==> config.mk <==
export PLATFORM = sky130hd
export DESIGN_NAME = qrs_div_cell
export DESIGN_NICKNAME = d
export VERILOG_FILES = /design/src/design/qrs_pkg.sv /design/src/design/qrs_div_cell.sv
export SDC_FILE = /design/constraint.sdc
export NUM_CORES = 1
export LEC_CHECK = 0
export BUFFER_PORTS_ARGS = -buffer_cell sky130_fd_sc_hd__buf_2
export CAP_MARGIN = 25
export CORE_AREA = 2 2 238 240
export DETAILED_ROUTE_END_ITERATION = 10
export DIE_AREA = 0 0 240 242
export GPL_TIMING_DRIVEN = 0
export PLACE_DENSITY = 0.52
export SLEW_MARGIN = 0
export SYNTH_ARGS = -nofsm -noshare
export SYNTH_HDL_FRONTEND = slang
export SYNTH_SLANG_ARGS = --single-unit
==> constraint.sdc <==
create_clock -name clk -period 19.7 [get_ports clk]
set_input_delay 2.955 -clock clk [delete_from_list [all_inputs] [get_ports clk]]
set_output_delay 2.955 -clock clk [all_outputs]
set_load 0.02 [all_outputs]
==> src/design/qrs_pkg.sv <==
package qrs_pkg;

  localparam int W = 32;
  localparam int FRAC = 16;
  localparam int D_W = 66;
  localparam int R_W = 33;
  localparam int REM_W = 37;
  localparam int SQ_STEPS = 33;
  localparam int N_W = 34;
  localparam int Q_W = 50;
  localparam int DEN_W = 33;
  localparam int DV_STEPS = 50;

  localparam logic [1:0] ST_OK = 2'd0;
  localparam logic [1:0] ST_NEG_DISC = 2'd1;
  localparam logic [1:0] ST_ZERO_QUAD = 2'd2;

  typedef struct packed {
    logic [W-1:0] ma;
    logic [W-1:0] mb;
    logic         sa;
    logic         sb;
    logic [1:0]   st;
  } sq_side_t;

  typedef struct packed {
    logic             vld;
    logic [D_W-1:0]   d;
    logic [R_W-1:0]   root;
    logic [REM_W-1:0] rem;
    sq_side_t         side;
  } sq_data_t;

  typedef struct packed {
    logic             vld;
    logic [DEN_W-1:0] den;
    logic [Q_W-1:0]   np;
    logic [Q_W-1:0]   nm;
    logic [DEN_W-1:0] rp;
    logic [DEN_W-1:0] rm;
    logic [Q_W-1:0]   qp;
    logic [Q_W-1:0]   qm;
    logic             negp;
    logic             negm;
    logic [1:0]       st;
  } dv_data_t;

endpackage

==> src/design/qrs_div_cell.sv <==
module qrs_div_cell import qrs_pkg::*; (
  input  logic     clk,
  input  logic     rst,
  input  logic     en,
  input  dv_data_t cur,
  output dv_data_t q
);

  logic [DEN_W:0] dx;
  logic [DEN_W:0] sp;
  logic [DEN_W:0] sm;
  logic           gep;
  logic           gem;
  logic [DEN_W:0] dp;
  logic [DEN_W:0] dm;
  dv_data_t       q_next;

  always_comb begin
    dx = {1'b0, cur.den};
    sp = {cur.rp, cur.np[Q_W-1]};
    sm = {cur.rm, cur.nm[Q_W-1]};
    gep = (sp >= dx);
    gem = (sm >= dx);
    dp = gep ? (sp - dx) : sp;
    dm = gem ? (sm - dx) : sm;
    q_next = cur;
    q_next.rp = dp[DEN_W-1:0];
    q_next.rm = dm[DEN_W-1:0];
    q_next.np = {cur.np[Q_W-2:0], 1'b0};
    q_next.nm = {cur.nm[Q_W-2:0], 1'b0};
    q_next.qp = {cur.qp[Q_W-2:0], gep};
    q_next.qm = {cur.qm[Q_W-2:0], gem};
  end

  always_ff @(posedge clk) begin
    if (rst) begin
      q.vld <= 1'b0;
    end else if (en) begin
      q <= q_next;
    end
  end

endmodule

==> run_results.csv, run 1 <==
group,metric,value,unit
run_status,outcome,"finished clean",
critical_path,end_kind,"flop",
critical_path,start_kind,"primary input",
synth,synthCells,947,
die,dieArea,58080,um2
final_layout,drive_above_1_share,45.99,%
place,dp_cells,2321,
synth,synthAdderAreaFrac,6.286,%
critical_path,cp_common_cell,"inv_1",
route,finalWirelength,62020,um
synth,synth_seq_cells,302,
timing,hold_viol,0,
route,wire_per_inst,25.85,um
timing,fin_crit_sh,32.43,%
synth,synth_compound_area_share,10.93,%
synth,ys_seq_area_share,65.77,%
pwr,power.leakage,8.304,nW
critical_path,critPathArrivalTime,6.69,ns
die,fp.dieW,240,um
final_layout,largest_reg_flops,302,
place,port_buffers,606,
grt,grt_pass1_wl,83130,um
route,drtIter0Drc,561,
critical_path,crit_path_top_delay_cell,"fa_1",
timing,whs,0.5001,ns
grt,antenna_found_initial,30,
die,boundaryPins,611,
clocking,cts_hold_buf,0,
place,pre_cts_ws,12.71,ns
critical_path,worstPathBufferInverterCount,5,
final_layout,largestRegisters,"q: 302 flops",
final_layout,area_growth,39.80,%
clocking,clock_sinks,302,
clocking,numCtsBuffers,39,
route,vias,10970,
critical_path,path_cells,"buf_2 > inv_1 > ha_1 > inv_1 > fa_1 > a211oi_1 > nor2_1 > o211ai_1 > a211oi_1 > o2111a_1 > o31a_1 > nor2_1 > inv_1 > clkbuf_1 > mux2_2",
synth,ys_top_cells_by_area,"edfxtp_1, ha_1, mux2_2, a21o_1, xnor2_1",
clocking,cts_resized,0,
hold_path,worst_hold_path_type,"flop to flop",
timing,period_minus_slack,6.389,ns
synth,synth_flop_cell,"edfxtp_1",
timing,setup_tns,0,ns
grt,track_usage,20.51,%
synth,synth_xor_area_share,2.989,%
synth,ys_async_sr_fraction,0,%
synth,ys.warnings.count,0,
clocking,cts_setup_buffers,0,
route,drc,0,
clocking,htreeDepth,2,
critical_path,worst-setup-path-type,"primary input to flop",
timing,final_max_slew_viol_count,0,
final_layout,final_core_util,34.55,%
clocking,clock_path_buffers,3,
pwr,power_density,96.64,nW/um2
synth,avgSynthCellArea,14.54,um2
hold_path,min_from,"q[303]$_SDFFE_PP0P_",
clocking,cts_root_buf,"clkbuf_16",
timing,rsz0062_at_grt,"no",
timing,setup_viol,0,
final_layout,mostFrequentLayoutCells,"buf_2, edfxtp_1, ha_1, inv_1, a21oi_1",
route,viasPerCell,4.572,
synth,synth_area,13770,um2
timing,tightest_slew,0.9841,ns
route,drtPass1Iterations,4,
die,coreArea,55730,um2
critical_path,r2r_start,"q[303]$_SDFFE_PP0P_",
die,die_h,242,um
synth,synth_edf_count,301,
clocking,cts.reportedPaths.clkPinSlew,0.06,ns
grt,grt_overflow,0,
timing,fin_worst_skew,0,ns
final_layout,layout_commonest_cell,"buf_2",
route,postRouteAntennaNets,0,
synth,synth_top_family_by_area,"compound AO/OA/AOI/OAI gates",
critical_path,cp.required,20.00,ns
final_layout,largest_register,"q",
die,initial_core_util,24.71,%
die,placementRows,87,
timing,maxSlewHeadroom,33.83,%
clocking,tritoncts,"yes",
pwr,ir_worst_vdd,0.05589,mV
synth,synth-simple-area-share,6.468,%
synth,synth_cell_types,69,
timing,timing.fmax,0.1565,GHz
clocking,clk_latency,0.57,ns
grt,grt_pass1_vias,10890,
synth,synth.top_cell.area_share,65.63,%
critical_path,cp-startpoint,"cur[269]",
place,place_hpwl,51320,um
critical_path,critPathTopFamily,"compound AO/OA/AOI/OAI gates",
critical_path,crit_path_max_incr_delay,0.42,ns
place,routabilityCongestion,0.8891,
job,max-cap-violations,0,
timing,fin_ws,13.31,ns
synth,synthMuxAreaShare,4.806,%
synth,yosys.area.top_type,"edfxtp_1",
final_layout,instances_no_fill,2399,
grt,grt_max_degree,37,
final_layout,layout.nets,1981,
critical_path,path_max_fanout,10,
cells in the mapped netlist, types with 7 or more instances:
cell	count
nand3_1	13
a21o_1	42
nand2_1	34
mux2_4	19
xor2_1	13
nand4_1	16
ha_1	66
o31ai_1	10
xnor2_1	34
o21a_1	14
o21ai_0	28
a31o_2	7
edfxtp_1	301
and3_1	11
nor3_1	16
inv_1	57
a21oi_1	51
o211ai_1	10
mux2_2	29
clkbuf_1	21
or2_2	7
nor2_1	48
kinds of logic (layout without fill, tap and decap cells):
family	Yosys count	count (layout)
xor gates and xnor gates	47	47
muxes	53	53
other	1	12
adders and majority gates	68	68
AOI/OAI and AO/OA	215	215
buffers and inverters	85	770
DFF	302	302
and+or+nand+nor	176	176
final timing paths:
path | end | slack [ns] | cells after the start
worst max-delay path | q[153]$_DFFE_PP_ | 13.31 | 15
worst min-delay path | q[303]$_SDFFE_PP0P_ | 0.50 | 2
worst max register to register | q[303]$_SDFFE_PP0P_ | 19.12 | 2
worst min register to register | q[303]$_SDFFE_PP0P_ | 0.50 | 2
power breakdown:
part / internal [W] / switching (W)
combinational: 0.000139 / 0.000224
clock: 0.000420 / 0.000296
sequential: 0.000768 / 0.0000136
through the flow:
stage / area, um2 / total power (W)
global route: 19230 / 0.001937
global placement: 17760 / 0.001174
detailed placement: 17980 / 0.001160
finish: 19250 / 0.001861
floorplan: 13780 / 0.001020
CTS: 19230 / 0.001890
per-layer routing:
metal  track usage (%)  vias to the layer above  share of wire [%]
met4             6.065                       38                2.6
li1                  -                     4999                  -
met1             22.98                     5394                 37
met3             7.486                       99                9.3
met2             36.12                      438                 50
met5                 0                        -               0.38
tightest hold or removal path: stages (launching register included):
cell     delay (ns)
dfxtp_1        0.32
mux2i_1        0.06
nor2_1         0.08
layout make-up:
cell class | count | area (um2)
Fill cell | 5661 | 36480
Buffer | 27 | 150.1
Clock buffer | 48 | 1010
Inverter | 58 | 225.2
Clock inverter | 20 | 237.7
Multi-Input combinational cell | 561 | 4350
Timing Repair Buffer | 617 | 3252
Tap cell | 756 | 945.9
Antenna cell | 10 | 25.02
Sequential cell | 302 | 9059
No activity file was read; power rests on OpenSTA's default activity.
==> inputs of run 2 (changes only) <==
Clock period 19.7 ns to 6.4 ns, I/O delays scaled along.
==> run 2 against run 1 <==
Clock power rose to 3.3 times the previous value. Via count is 0.36% lower. Worst setup slack got worse by 11 ns. Register-to-register slack lost 13 ns. Sequential cell count stayed put. Utilization rose by 0.24 points. Sequential share of layout area fell by 0.33 points. Global-route usage shrank 0.080 points. Largest cell class unchanged.
==> run_results.csv, run 2 (synthesis results as in run 1) <==
group,metric,value,unit
run_status,outcome,"finished clean",
timing,timing.fmax,0.2249,GHz
clocking,cts_hold_buf,0,
clocking,cts_resized,0,
route,viasPerCell,4.544,
timing,rsz0062_at_grt,"no",
hold_path,holdPathStages,2,
clocking,clock_path_buffers,3,
clocking,cts_setup_buffers,0,
final_layout,instances_no_fill,2405,
die,coreArea,55730,um2
pwr,power.leakage,8.367,nW
final_layout,design_area,19390,um2
critical_path,path_max_fanout,10,
route,drtIter0Drc,537,
clocking,tritoncts,"yes",
final_layout,largest_register,"q",
final_layout,drive_above_1_share,46.24,%
die,dieArea,58080,um2
grt,track_usage,20.43,%
clocking,clk_latency,0.56,ns
route,wl_met2,30800,um
critical_path,start_kind,"primary input",
pwr,power_density,303.4,nW/um2
timing,fin_ws,1.954,ns
critical_path,cp_num_cells,14,
timing,hold_viol,0,
grt,grt_max_degree,37,
timing,fin_worst_skew,0,ns
critical_path,worst-setup-path-type,"primary input to flop",
timing,maxSlewHeadroom,39.34,%
clocking,cts_root_buf,"clkbuf_16",
critical_path,end_kind,"flop",
timing,setup_viol,0,
route,wl_met3,6220,um
timing,tightest_slew,0.9021,ns
die,placementRows,87,
final_layout,layout.nets,1982,
critical_path,crit_path_max_incr_delay,0.43,ns
critical_path,r2r_cells,2,
route,drt-met1-wl,21990,um
final_layout,mostFrequentLayoutCells,"buf_2, edfxtp_1, ha_1, inv_1, a21oi_1",
clocking,cts.reportedPaths.clkPinSlew,0.06,ns
die,fp.dieW,240,um
final_layout,largestRegisters,"q: 302 flops",
place,dp_cells,2321,
critical_path,crit_path_top_delay_cell,"nor2_1",
final_layout,layout_commonest_cell,"buf_2",
critical_path,path_cells,"buf_2 > ha_1 > inv_1 > fa_1 > a211oi_1 > nor2_1 > o211ai_1 > a211oi_1 > o2111a_1 > o31a_1 > nor2_1 > inv_1 > clkbuf_1 > mux2_2",
die,initial_core_util,24.71,%
route,dr.max_layer_used,"met5",
timing,final_max_slew_viol_count,0,
job,max-cap-violations,0,
final_layout,area_growth,40.79,%
route,postRouteAntennaNets,0,
grt,grt_pass1_wl,82810,um
route,finalWirelength,61600,um
place,routabilityCongestion,0.8487,
route,drc,0,
grt,grt_overflow,0,
pwr,ir_worst_vdd,0.1785,mV
clocking,htreeDepth,2,
grt,grt_pass1_vias,11000,
die,boundaryPins,611,
timing,setup_tns,0,ns
timing,fin_crit_sh,69.48,%
place,pre_cts_ws,1.380,ns
die,die_h,242,um
place,port_buffers,606,
critical_path,critPathTopFamily,"compound AO/OA/AOI/OAI gates",
clocking,clock_sinks,302,
route,vias,10930,
place,place_area,18000,um2
route,drtPass1Iterations,5,
critical_path,critPathArrivalTime,4.75,ns
timing,period_minus_slack,4.446,ns
final_layout,final_core_util,34.79,%
clocking,numCtsBuffers,39,
critical_path,worstPathBufferInverterCount,4,
critical_path,cp.required,6.70,ns
place,place_hpwl,51350,um
route,wire_per_inst,25.61,um
hold_path,worst_hold_path_type,"flop to flop",
final_layout,largest_reg_flops,302,
grt,antenna_found_initial,31,
## run 2: cell count changes in the layout (fill, tap and decap cells not counted), sizes merged
cell    change
bufinv      +4
inv         -1
diode       +2
clkinv      +2
clkbuf      -1
## run 2: per-stage QoR
step | hold WS [ns] | power, W
final | 0.4996 | 0.005884
after global routing | 0.5488 | 0.006114
after CTS | 0.5037 | 0.005976
after detailed placement | 0.4893 | 0.003575
after global placement | 0.4887 | 0.003574
after floorplan | 0.5788 | 0.003109
## run 2: worst paths after layout
path,start,endpoint,slack [ns]
setup reg to reg,q[303]$_SDFFE_PP0P_,q[303]$_SDFFE_PP0P_,5.82
setup / recovery,cur[270],q[160]$_DFFE_PP_,1.95
hold / removal,q[303]$_SDFFE_PP0P_,q[303]$_SDFFE_PP0P_,0.50
hold reg to reg,q[303]$_SDFFE_PP0P_,q[303]$_SDFFE_PP0P_,0.50
## run 2: power by group
part           switching (W)  internal, W  leakage [nW]
Clock               0.000904      0.00145         0.656
Sequential         0.0000410      0.00236          2.83
Combinational       0.000694     0.000428          4.88
Total                0.00164      0.00424          8.37
## run 2: layout make-up
cell class              instances  area [um2]
multi-input cells             561        4352
repair buffers                618        3273
plain buffers                  27       150.1
well taps                     756       945.9
fillers                      5648       36340
clock inverters                25       354.1
diodes                         12       30.03
clock buffers                  46        1002
inverters                      58       225.2
flip-flops and latches        302        9059
## run 2: worst reg2reg max path: stages (launching register included)
cell,delay [ns]
dfxtp_1,0.31
mux2i_1,0.12
nor2_1,0.05
## run 2: per-layer routing
layer	global-route usage, %	up-vias
met5	0	-
met4	8.111	36
met3	8.352	106
met2	35.67	450
met1	21.76	5331
li1	-	5006
