### src/design/qrs_pkg.sv
package qrs_pkg;

  localparam int W = 32;
  localparam int FRAC = 16;
  localparam int D_W = 66;
  localparam int R_W = 33;
  localparam int REM_W = 37;
  localparam int SQ_STEPS = 33;
  localparam int N_W = 34;
  localparam int Q_W = 50;
  localparam int DEN_W = 33;
  localparam int DV_STEPS = 50;

  localparam logic [1:0] ST_OK = 2'd0;
  localparam logic [1:0] ST_NEG_DISC = 2'd1;
  localparam logic [1:0] ST_ZERO_QUAD = 2'd2;

  typedef struct packed {
    logic [W-1:0] ma;
    logic [W-1:0] mb;
    logic         sa;
    logic         sb;
    logic [1:0]   st;
  } sq_side_t;

  typedef struct packed {
    logic             vld;
    logic [D_W-1:0]   d;
    logic [R_W-1:0]   root;
    logic [REM_W-1:0] rem;
    sq_side_t         side;
  } sq_data_t;

  typedef struct packed {
    logic             vld;
    logic [DEN_W-1:0] den;
    logic [Q_W-1:0]   np;
    logic [Q_W-1:0]   nm;
    logic [DEN_W-1:0] rp;
    logic [DEN_W-1:0] rm;
    logic [Q_W-1:0]   qp;
    logic [Q_W-1:0]   qm;
    logic             negp;
    logic             negm;
    logic [1:0]       st;
  } dv_data_t;

endpackage

### src/design/qrs_sqrt_cell.sv
module qrs_sqrt_cell import qrs_pkg::*; (
  input  logic     clk,
  input  logic     rst,
  input  logic     en,
  input  sq_data_t cur,
  output sq_data_t q
);

  logic [REM_W-1:0] rem_s;
  logic [REM_W-1:0] trial;
  logic             ge;
  sq_data_t         q_next;

  always_comb begin
    rem_s = {cur.rem[REM_W-3:0], cur.d[D_W-1:D_W-2]};
    trial = {2'b00, cur.root, 2'b01};
    ge = (rem_s >= trial);
    q_next = cur;
    q_next.rem = ge ? (rem_s - trial) : rem_s;
    q_next.root = {cur.root[R_W-2:0], ge};
    q_next.d = {cur.d[D_W-3:0], 2'b00};
  end

  always_ff @(posedge clk) begin
    if (rst) begin
      q.vld <= 1'b0;
    end else if (en) begin
      q <= q_next;
    end
  end

endmodule

### config.mk
export PLATFORM = sky130hd
export DESIGN_NAME = qrs_sqrt_cell
export DESIGN_NICKNAME = d
export VERILOG_FILES = /design/src/design/qrs_pkg.sv /design/src/design/qrs_sqrt_cell.sv
export SDC_FILE = /design/constraint.sdc
export NUM_CORES = 1
export LEC_CHECK = 0
export ABC_AREA = 1
export BUFFER_PORTS_ARGS = -buffer_cell sky130_fd_sc_hd__clkbuf_2
export CORE_MARGIN = 4
export CORE_UTILIZATION = 23
export CTS_CLUSTER_DIAMETER = 80
export DETAILED_ROUTE_END_ITERATION = 12
export HOLD_SLACK_MARGIN = 0.02
export SETUP_SLACK_MARGIN = 0.3
export SYNTH_ARGS = -nofsm -noshare
export SYNTH_HDL_FRONTEND = slang
export SYNTH_SLANG_ARGS = --single-unit
### constraint.sdc
create_clock -name clk -period 17.1 [get_ports clk]
set_input_delay 1.71 -clock clk [delete_from_list [all_inputs] [get_ports clk]]
set_output_delay 1.71 -clock clk [all_outputs]
set_load 0.02 [all_outputs]
==> results of run 1 <==
## cell type report
class                      count  area, um^2
inverter                     146         548
clock buffer                  29         641
timing repair buffer         412        2070
sequential                   203        6090
fill                        4293       27800
tap                          532         666
multi-input combinational    560        2790
clock inverter                14         221
## worst reg2reg max path: cells and delay by family, from the launching register on
kind,cells,cell delay [ns]
flops,1,0.33
compound gates,1,0.11
simple gates,1,0.05
## synthesized netlist by cell type (2+ instances only)
master / n
nand2_1: 324
edfxtp_1: 202
inv_1: 143
nor2_1: 60
ha_1: 35
a21oi_1: 29
nand3_1: 26
xor2_1: 17
nand3_2: 11
nand3b_1: 10
nand4_1: 7
nor2_2: 7
nor3_1: 7
o21ai_0: 7
buf_2: 4
nand2_2: 4
o21bai_1: 4
buf_6: 3
inv_2: 3
buf_4: 2
nor4_1: 2
## worst min path at each step
stage	from	endpoint	slack [ns]	cells past startpoint
after floorplan	q[204]$_SDFFE_PP0P_	q[204]$_SDFFE_PP0P_	0.53	2
after global placement	q[204]$_SDFFE_PP0P_	q[204]$_SDFFE_PP0P_	0.45	2
after detailed placement	q[204]$_SDFFE_PP0P_	q[204]$_SDFFE_PP0P_	0.45	2
after CTS	q[204]$_SDFFE_PP0P_	q[204]$_SDFFE_PP0P_	0.46	2
after global routing	q[204]$_SDFFE_PP0P_	q[204]$_SDFFE_PP0P_	0.48	2
final	q[204]$_SDFFE_PP0P_	q[204]$_SDFFE_PP0P_	0.46	2
## placed cells by master (no fill, tap or decap), types with 7 or more instances in the layout
| cell | count |
|---|---|
| a21oi_1 | 29 |
| clkbuf_16 | 25 |
| clkbuf_2 | 408 |
| edfxtp_1 | 202 |
| ha_1 | 35 |
| inv_1 | 143 |
| nand2_1 | 324 |
| nand3_1 | 26 |
| nand3_2 | 11 |
| nand3b_1 | 10 |
| nand4_1 | 7 |
| nor2_1 | 59 |
| nor2_2 | 7 |
| nor3_1 | 7 |
| o21ai_0 | 7 |
| xor2_1 | 17 |
## routing by layer
layer	vias up	GRT usage (%)	share of wire, %
li1	3854	-	-
met1	3557	16.2	37
met2	284	28.0	52
met3	49	4.27	8.1
met4	6	3.78	2.8
met5	-	0	0.12
## report_power, final
part	switching, mW	internal (mW)
Sequential	0.0103	0.593
Clock	0.216	0.345
Combinational	0.167	0.0792
## cells by family (layout without fill, tap and decap cells)
| kind of cell | count (synthesis) | count (layout) | synth area share, % |
|---|---|---|---|
| xor gates and xnor gates | 18 | 18 | 1.66 |
| other | 1 | 2 | 0.0395 |
| buffers and inverters | 156 | 601 | 6.70 |
| and+or+nand+nor | 463 | 463 | 20.6 |
| adders and majority gates | 35 | 35 | 4.61 |
| AOI/OAI and AO/OA | 42 | 42 | 2.37 |
| DFF | 203 | 203 | 64.0 |
## per-stage QoR
| step | hold WS (ns) | power (mW) | utilization (%) | area, um^2 | std cells |
|---|---|---|---|---|---|
| floorplan | 0.530 | 0.766 | - | 9510 | 919 |
| global route | 0.484 | 1.48 | 31.9 | 13000 | 1896 |
| finish | 0.460 | 1.41 | 31.9 | 13000 | 1896 |
| detailed placement | 0.452 | 0.866 | 29.8 | 12200 | 1853 |
| CTS | 0.462 | 1.44 | 31.9 | 13000 | 1896 |
| global placement | 0.455 | 0.864 | 29.8 | 12200 | 1853 |
==> reports/results.ini, run 1 <==
[setup_path]
timing.critical_path.slowest_stage_cell = buf_4
timing.critical_path.required_ns = 17.27
rrSetupSlack_ns = 16.55
end_point_of_the_critical_path = q[193]$_DFFE_PP_
worst_r2r_path_depth = 2
category_of_the_most_critical_setup_path = in -> reg
crit_arrival_ns = 3.89
startpoint = en
slowest_delay_ns = 0.81
critical_path_peak_fanout = 73
crit_path_leading_delay_family = buffers and inverters
rr_startpoint = q[204]$_SDFFE_PP0P_
worstPathBufferInverterCount = 4
cpMostUsedCell = buf_4
worstPathCellList = clkbuf_2, inv_1, nor2_4, buf_4, buf_4
cp_num_cells = 5
start_kind = input pin
timing.rr.end = q[204]$_SDFFE_PP0P_
critPathCaptureType = flip-flop

[timing]
fin_ws_ns = 13.37
finClkSkew_ns = 0
timing.max_slew.rel_slack_pct = 38.0
worst_pin_slew_ns = 0.930
drv_slew = 0
min_period_over_period_pct = 21.8
fin_tns_setup_ns = 0
final-setup-viol-count = 0
fmaxAchievable_ghz = 0.268
fin_crit_ns = 3.73
rsz0062_at_grt = false
hold_violations = 0

[place]
gp_routability_congestion = 0.828
dpl_worst_slack_ns = 12.76
number_of_buffers_added_on_ports = 408
dpl_wire_length_mm = 29.2

[synth]
post_synth.cell_area_avg_um2 = 10.4
synth_top_area_cell = edfxtp_1
ff_latch_count_synth = 203
synth_top_area_share_pct = 63.8
number_of_synthesized_flops_with_an_enable_pin = 202
netlist-cell-type-count = 32
postSynth.topFlopCell = edfxtp_1
register_area_share_after_synthesis_pct = 64.0
netlist_area_um2 = 9510
synth_warnings = 0
synth_area_leaders = edfxtp_1, nand2_1, inv_1
syn_inst = 918
async_flop_share_pct = 0

[route]
drtAntennaViolNets = 0
vias_per_cell = 4.09
drt-initial-drc-count = 533
detail_route.drc_violations = 0
via_total_after_detailed_routing = 7750
finalWirelength_mm = 35.5
drtPass1Iterations = 5
route.detailed.wl_per_inst_um = 18.7

[power]
p_per_area_nw_per_um2 = 108
vdd_drop_max_uv = 65.5
static-leakage-power_nw = 6.27

[grt]
grt_first_pass_wirelength_mm = 49.2
grt_antenna_before_repair = 3
gr-usage-all-layers_pct = 14.8
first_global_vias = 7813
grt-ovfl-total = 0
maximum_number_of_pins_on_one_net_before_global_route_repair = 74

[clock_tree]
worstSkewPairLatency_ns = 0.53
postCtsSetupRepairBufs = 0
cts_resized = 0
clock_tree_buffer_depth = 3
cts_tree = yes
root_buffer = clkbuf_16
cts_made_buffers = 25
clkTransAtPathRegs_ns = 0.06
cts_num_sinks = 203
cts.hold.buffers_added = 0
cts_htree_levels = 1

[finish]
largest_register_ff_count = 203
design.final.nets = 1591
areaGrowthSynthToFinish_pct = 37.1
final_layout_size_suffix_gt1_share_pct = 34.9
num_antenna_cells = 0
largestRegisters = q: 203 flops
registers.top_by_ff_count = q

[die]
initial_core_util_pct = 23.3
design.portCount = 413
fp.dieH_um = 211
design.die.area_um2 = 44600
fp.dieW_um = 211
floorplan.rows = 74
core_region_area_um2 = 40800

[flow_run]
number_of_max_cap_violations = 0

[min_path]
hold_path.class = reg -> reg

[run_status]
status = completed

No activity file was read; power rests on OpenSTA's default activity.
==> inputs of run 2 (changes only) <==
- ABC_AREA: 1 -> 0
- clock period: 17.1 -> 3.1 ns (I/O delays scaled with it)
==> run 2 against run 1 <==
  * Critical path depth increased by 8
  * Final cell count decreased by 6.1%
  * Non-clock buffer count increased by 244
  * Design area increased by 14%
  * Hold slack got worse by 0.41 ns
  * Combinational power increased to 7.0 times the previous value
  * Wire length decreased by 8.2%
  * Clock skew unchanged
  * Via count decreased by 3.6%
  * Die area decreased by 7.9%
  * Setup slack got worse by 13 ns
  * Sequential cell count unchanged
==> reports/results.ini, run 2 <==
[synth]
ff_latch_count_synth = 203  ; unchanged
synth_warnings = 0  ; unchanged
synth.most_common_cell = edfxtp_1
syn_inst = 585  ; -36%
synth_top_area_share_pct = 69.5  ; +5.7 points
synth_common_cells = edfxtp_1, inv_1, a21oi_1, ha_1, nand2_1
postSynth.topFlopCell = edfxtp_1
number_of_synthesized_flops_with_an_enable_pin = 202  ; unchanged
register_area_share_after_synthesis_pct = 69.7  ; +5.7 points
netlist_area_um2 = 8730  ; -8.2%
synth_area_leaders = edfxtp_1, ha_1, mux2_1
netlist-cell-type-count = 57  ; +78%
async_flop_share_pct = 0  ; unchanged
post_synth.cell_area_avg_um2 = 14.9  ; +44%
synth_top_area_cell = edfxtp_1

[grt]
gr-usage-all-layers_pct = 14.9  ; +0.087 points
grt_antenna_before_repair = 4  ; +1
grt_first_pass_wirelength_mm = 47.0  ; -4.5%
first_global_vias = 7914  ; +1.3%
grt-ovfl-total = 0  ; unchanged
maximum_number_of_pins_on_one_net_before_global_route_repair = 76  ; +2.7%

[timing]
worst_pin_slew_ns = 0.508  ; -0.422 ns
timing.max_slew.rel_slack_pct = 66.1  ; +28 points
fin_tns_setup_ns = 0  ; unchanged
min_period_over_period_pct = 87.4
fin_ws_ns = 0.391  ; -12.98 ns
final-setup-viol-count = 0  ; unchanged
drv_slew = 0  ; unchanged
finClkSkew_ns = 0  ; unchanged
fin_crit_ns = 2.71
fmaxAchievable_ghz = 0.369
rsz0062_at_grt = false
hold_violations = 0  ; unchanged

[finish]
most-common-layout-cells = clkbuf_2, edfxtp_1, dlygate4sd3_1, buf_4, inv_1
registers.top_by_ff_count = q
areaGrowthSynthToFinish_pct = 69.8
largest_register_ff_count = 203  ; unchanged
final_layout_size_suffix_gt1_share_pct = 47.1  ; +12 points
layout_commonest_cell = clkbuf_2
design.final.nets = 1494  ; -6.1%
largestRegisters = q: 203 flops
fillCellCount = 3539  ; -18%

[route]
drtPass1Iterations = 4  ; -1
detail_route.drc_violations = 0  ; unchanged
route.detailed.wl_per_inst_um = 18.3  ; -2.3%
vias_per_cell = 4.20  ; +2.7%
drt-initial-drc-count = 343  ; -36%
via_total_after_detailed_routing = 7470  ; -3.6%
finalWirelength_mm = 32.5  ; -8.2%
drtAntennaViolNets = 0  ; unchanged

[clock_tree]
clock_tree_buffer_depth = 3  ; unchanged
root_buffer = clkbuf_16
cts_num_sinks = 203  ; unchanged
clkTransAtPathRegs_ns = 0.06  ; about the same
worstSkewPairLatency_ns = 0.53  ; about the same
cts_tree = yes
cts_made_buffers = 24  ; -4.0%
cts_htree_levels = 1  ; unchanged

[setup_path]
crit_arrival_ns = 2.99  ; -0.90 ns
start_kind = input pin
timing.critical_path.required_ns = 3.38  ; -13.89 ns
rrSetupSlack_ns = 1.96  ; -14.59 ns
category_of_the_most_critical_setup_path = in -> reg
critical_path_peak_fanout = 6  ; -92%
critPathCaptureType = flip-flop

[place]
dpl_wire_length_mm = 24.2  ; -17%
gp_routability_congestion = 0.805  ; -2.8%
number_of_buffers_added_on_ports = 408  ; unchanged
dpl_worst_slack_ns = -0.383  ; -13.14 ns

[power]
swShare_pct = 26.6  ; -1.3 points
clock_power_share_pct = 37.6  ; -2.2 points
vdd_drop_max_uv = 419  ; +540%
static-leakage-power_nw = 6.46  ; +2.9%
p_per_area_nw_per_um2 = 546  ; +400%
seq_power_share_pct = 41.2  ; -1.6 points
p_switching_mw = 2.15  ; +450%
p_int_mw = 5.94  ; +480%
combinational_cell_fraction_of_total_power_pct = 21.2  ; +3.7 points

[die]
initial_core_util_pct = 23.2  ; -0.058 points
design.portCount = 413  ; unchanged
floorplan.rows = 71  ; -4.1%
core_region_area_um2 = 37600  ; -8.0%
fp.dieH_um = 203  ; -4.0%
fp.dieW_um = 203  ; -4.0%
design.die.area_um2 = 41100  ; -7.9%

[flow_run]
number_of_max_cap_violations = 0  ; unchanged

[run_status]
status = completed

[min_path]
hold_path.class = in -> reg

## run 2: cell types whose count changed after synthesis, moves of 13 or more
cell / delta
nand2_1: -297
mux2_2: +13
nor2_1: -43
inv_1: -97
mux2_1: +18
nand3_1: -21
xnor2_1: +14
## run 2: area by class of cell
cell class	count	area (um^2)	share of cell area (%)
Sequential cell	203	6090	41.1
Clock buffer	28	616	4.15
Timing Repair Buffer	656	4400	29.7
Tap cell	511	639	4.31
Antenna cell	1	2.50	0.0169
Clock inverter	15	230	1.55
Multi-Input combinational cell	320	2660	18.0
Inverter	46	185	1.25
## run 2: cells by family after synthesis
kind of cell               after synthesis  synth area share, %
AOI/OAI and AO/OA                      118                 8.89
xor gates and xnor gates                26                 2.61
adders and majority gates               35                 5.02
buffers and inverters                   63                 3.13
DFF                                    203                 69.7
muxes                                   36                 4.57
other                                    1               0.0430
and+or+nand+nor                        103                 5.99
## run 2: power groups by stage
stage               logic (mW)  registers, mW  clock network [mW]
detailed placement        1.51           3.39                   0
finish                    1.71           3.33                3.04
global placement          1.49           3.39                   0
floorplan                0.616           3.66                   0
CTS                       1.71           3.33                3.14
global route              1.84           3.35                3.26
## run 2: repair_timing
| action | CTS | global route |
|---|---|---|
| resized for setup | 3 | 9 |
| endpoints found under the hold margin | 161 | 0 |
| setup buffers | 1 | 3 |
| setup endpoints to repair | 31 | 31 |
| gates cloned | 1 | 1 |
| pin swaps | 3 | 4 |
| hold buffers | 162 | 0 |
## run 2: worst max-delay path, stage by stage
cell	delay, ns
clkbuf_2	0.15
inv_1	0.09
ha_4	0.23
a21oi_2	0.18
o21ai_1	0.14
nor3b_4	0.24
nand2_1	0.08
a221o_1	0.40
a41o_1	0.24
o31ai_4	0.31
buf_6	0.18
buf_12	0.14
mux2_4	0.30
## run 2: worst paths after layout
check	start	to	depth (start not counted)
worst max-delay path	cur[117]	q[84]$_DFFE_PP_	13
worst min register to register	q[204]$_SDFFE_PP0P_	q[204]$_SDFFE_PP0P_	3
worst max register to register	q[204]$_SDFFE_PP0P_	q[204]$_SDFFE_PP0P_	3
worst min-delay path	cur[114]	q[115]$_DFFE_PP_	1
## run 2: routing by layer
layer / global-route usage, % / up-vias / part of all wire [%]
met5: 0 / - / 0.10
met4: 4.92 / 6 / 3.7
met3: 4.73 / 60 / 8.1
met2: 27.6 / 288 / 51
met1: 16.1 / 3576 / 37
li1: - / 3540 / -
## run 2: per-stage QoR
stage / instances / power [mW] / hold WS, ns / util, % / area (um^2)
final: 1780 / 8.09 / 0.0527 / 39.4 / 14800
after global routing: 1779 / 8.46 / 0.0443 / 39.4 / 14800
after CTS: 1775 / 8.18 / 0.0275 / 39.2 / 14700
after detailed placement: 1568 / 4.90 / 0.489 / 32.5 / 12200
after global placement: 1568 / 4.88 / 0.484 / 32.5 / 12200
after floorplan: 586 / 4.27 / 0.382 / - / 9040
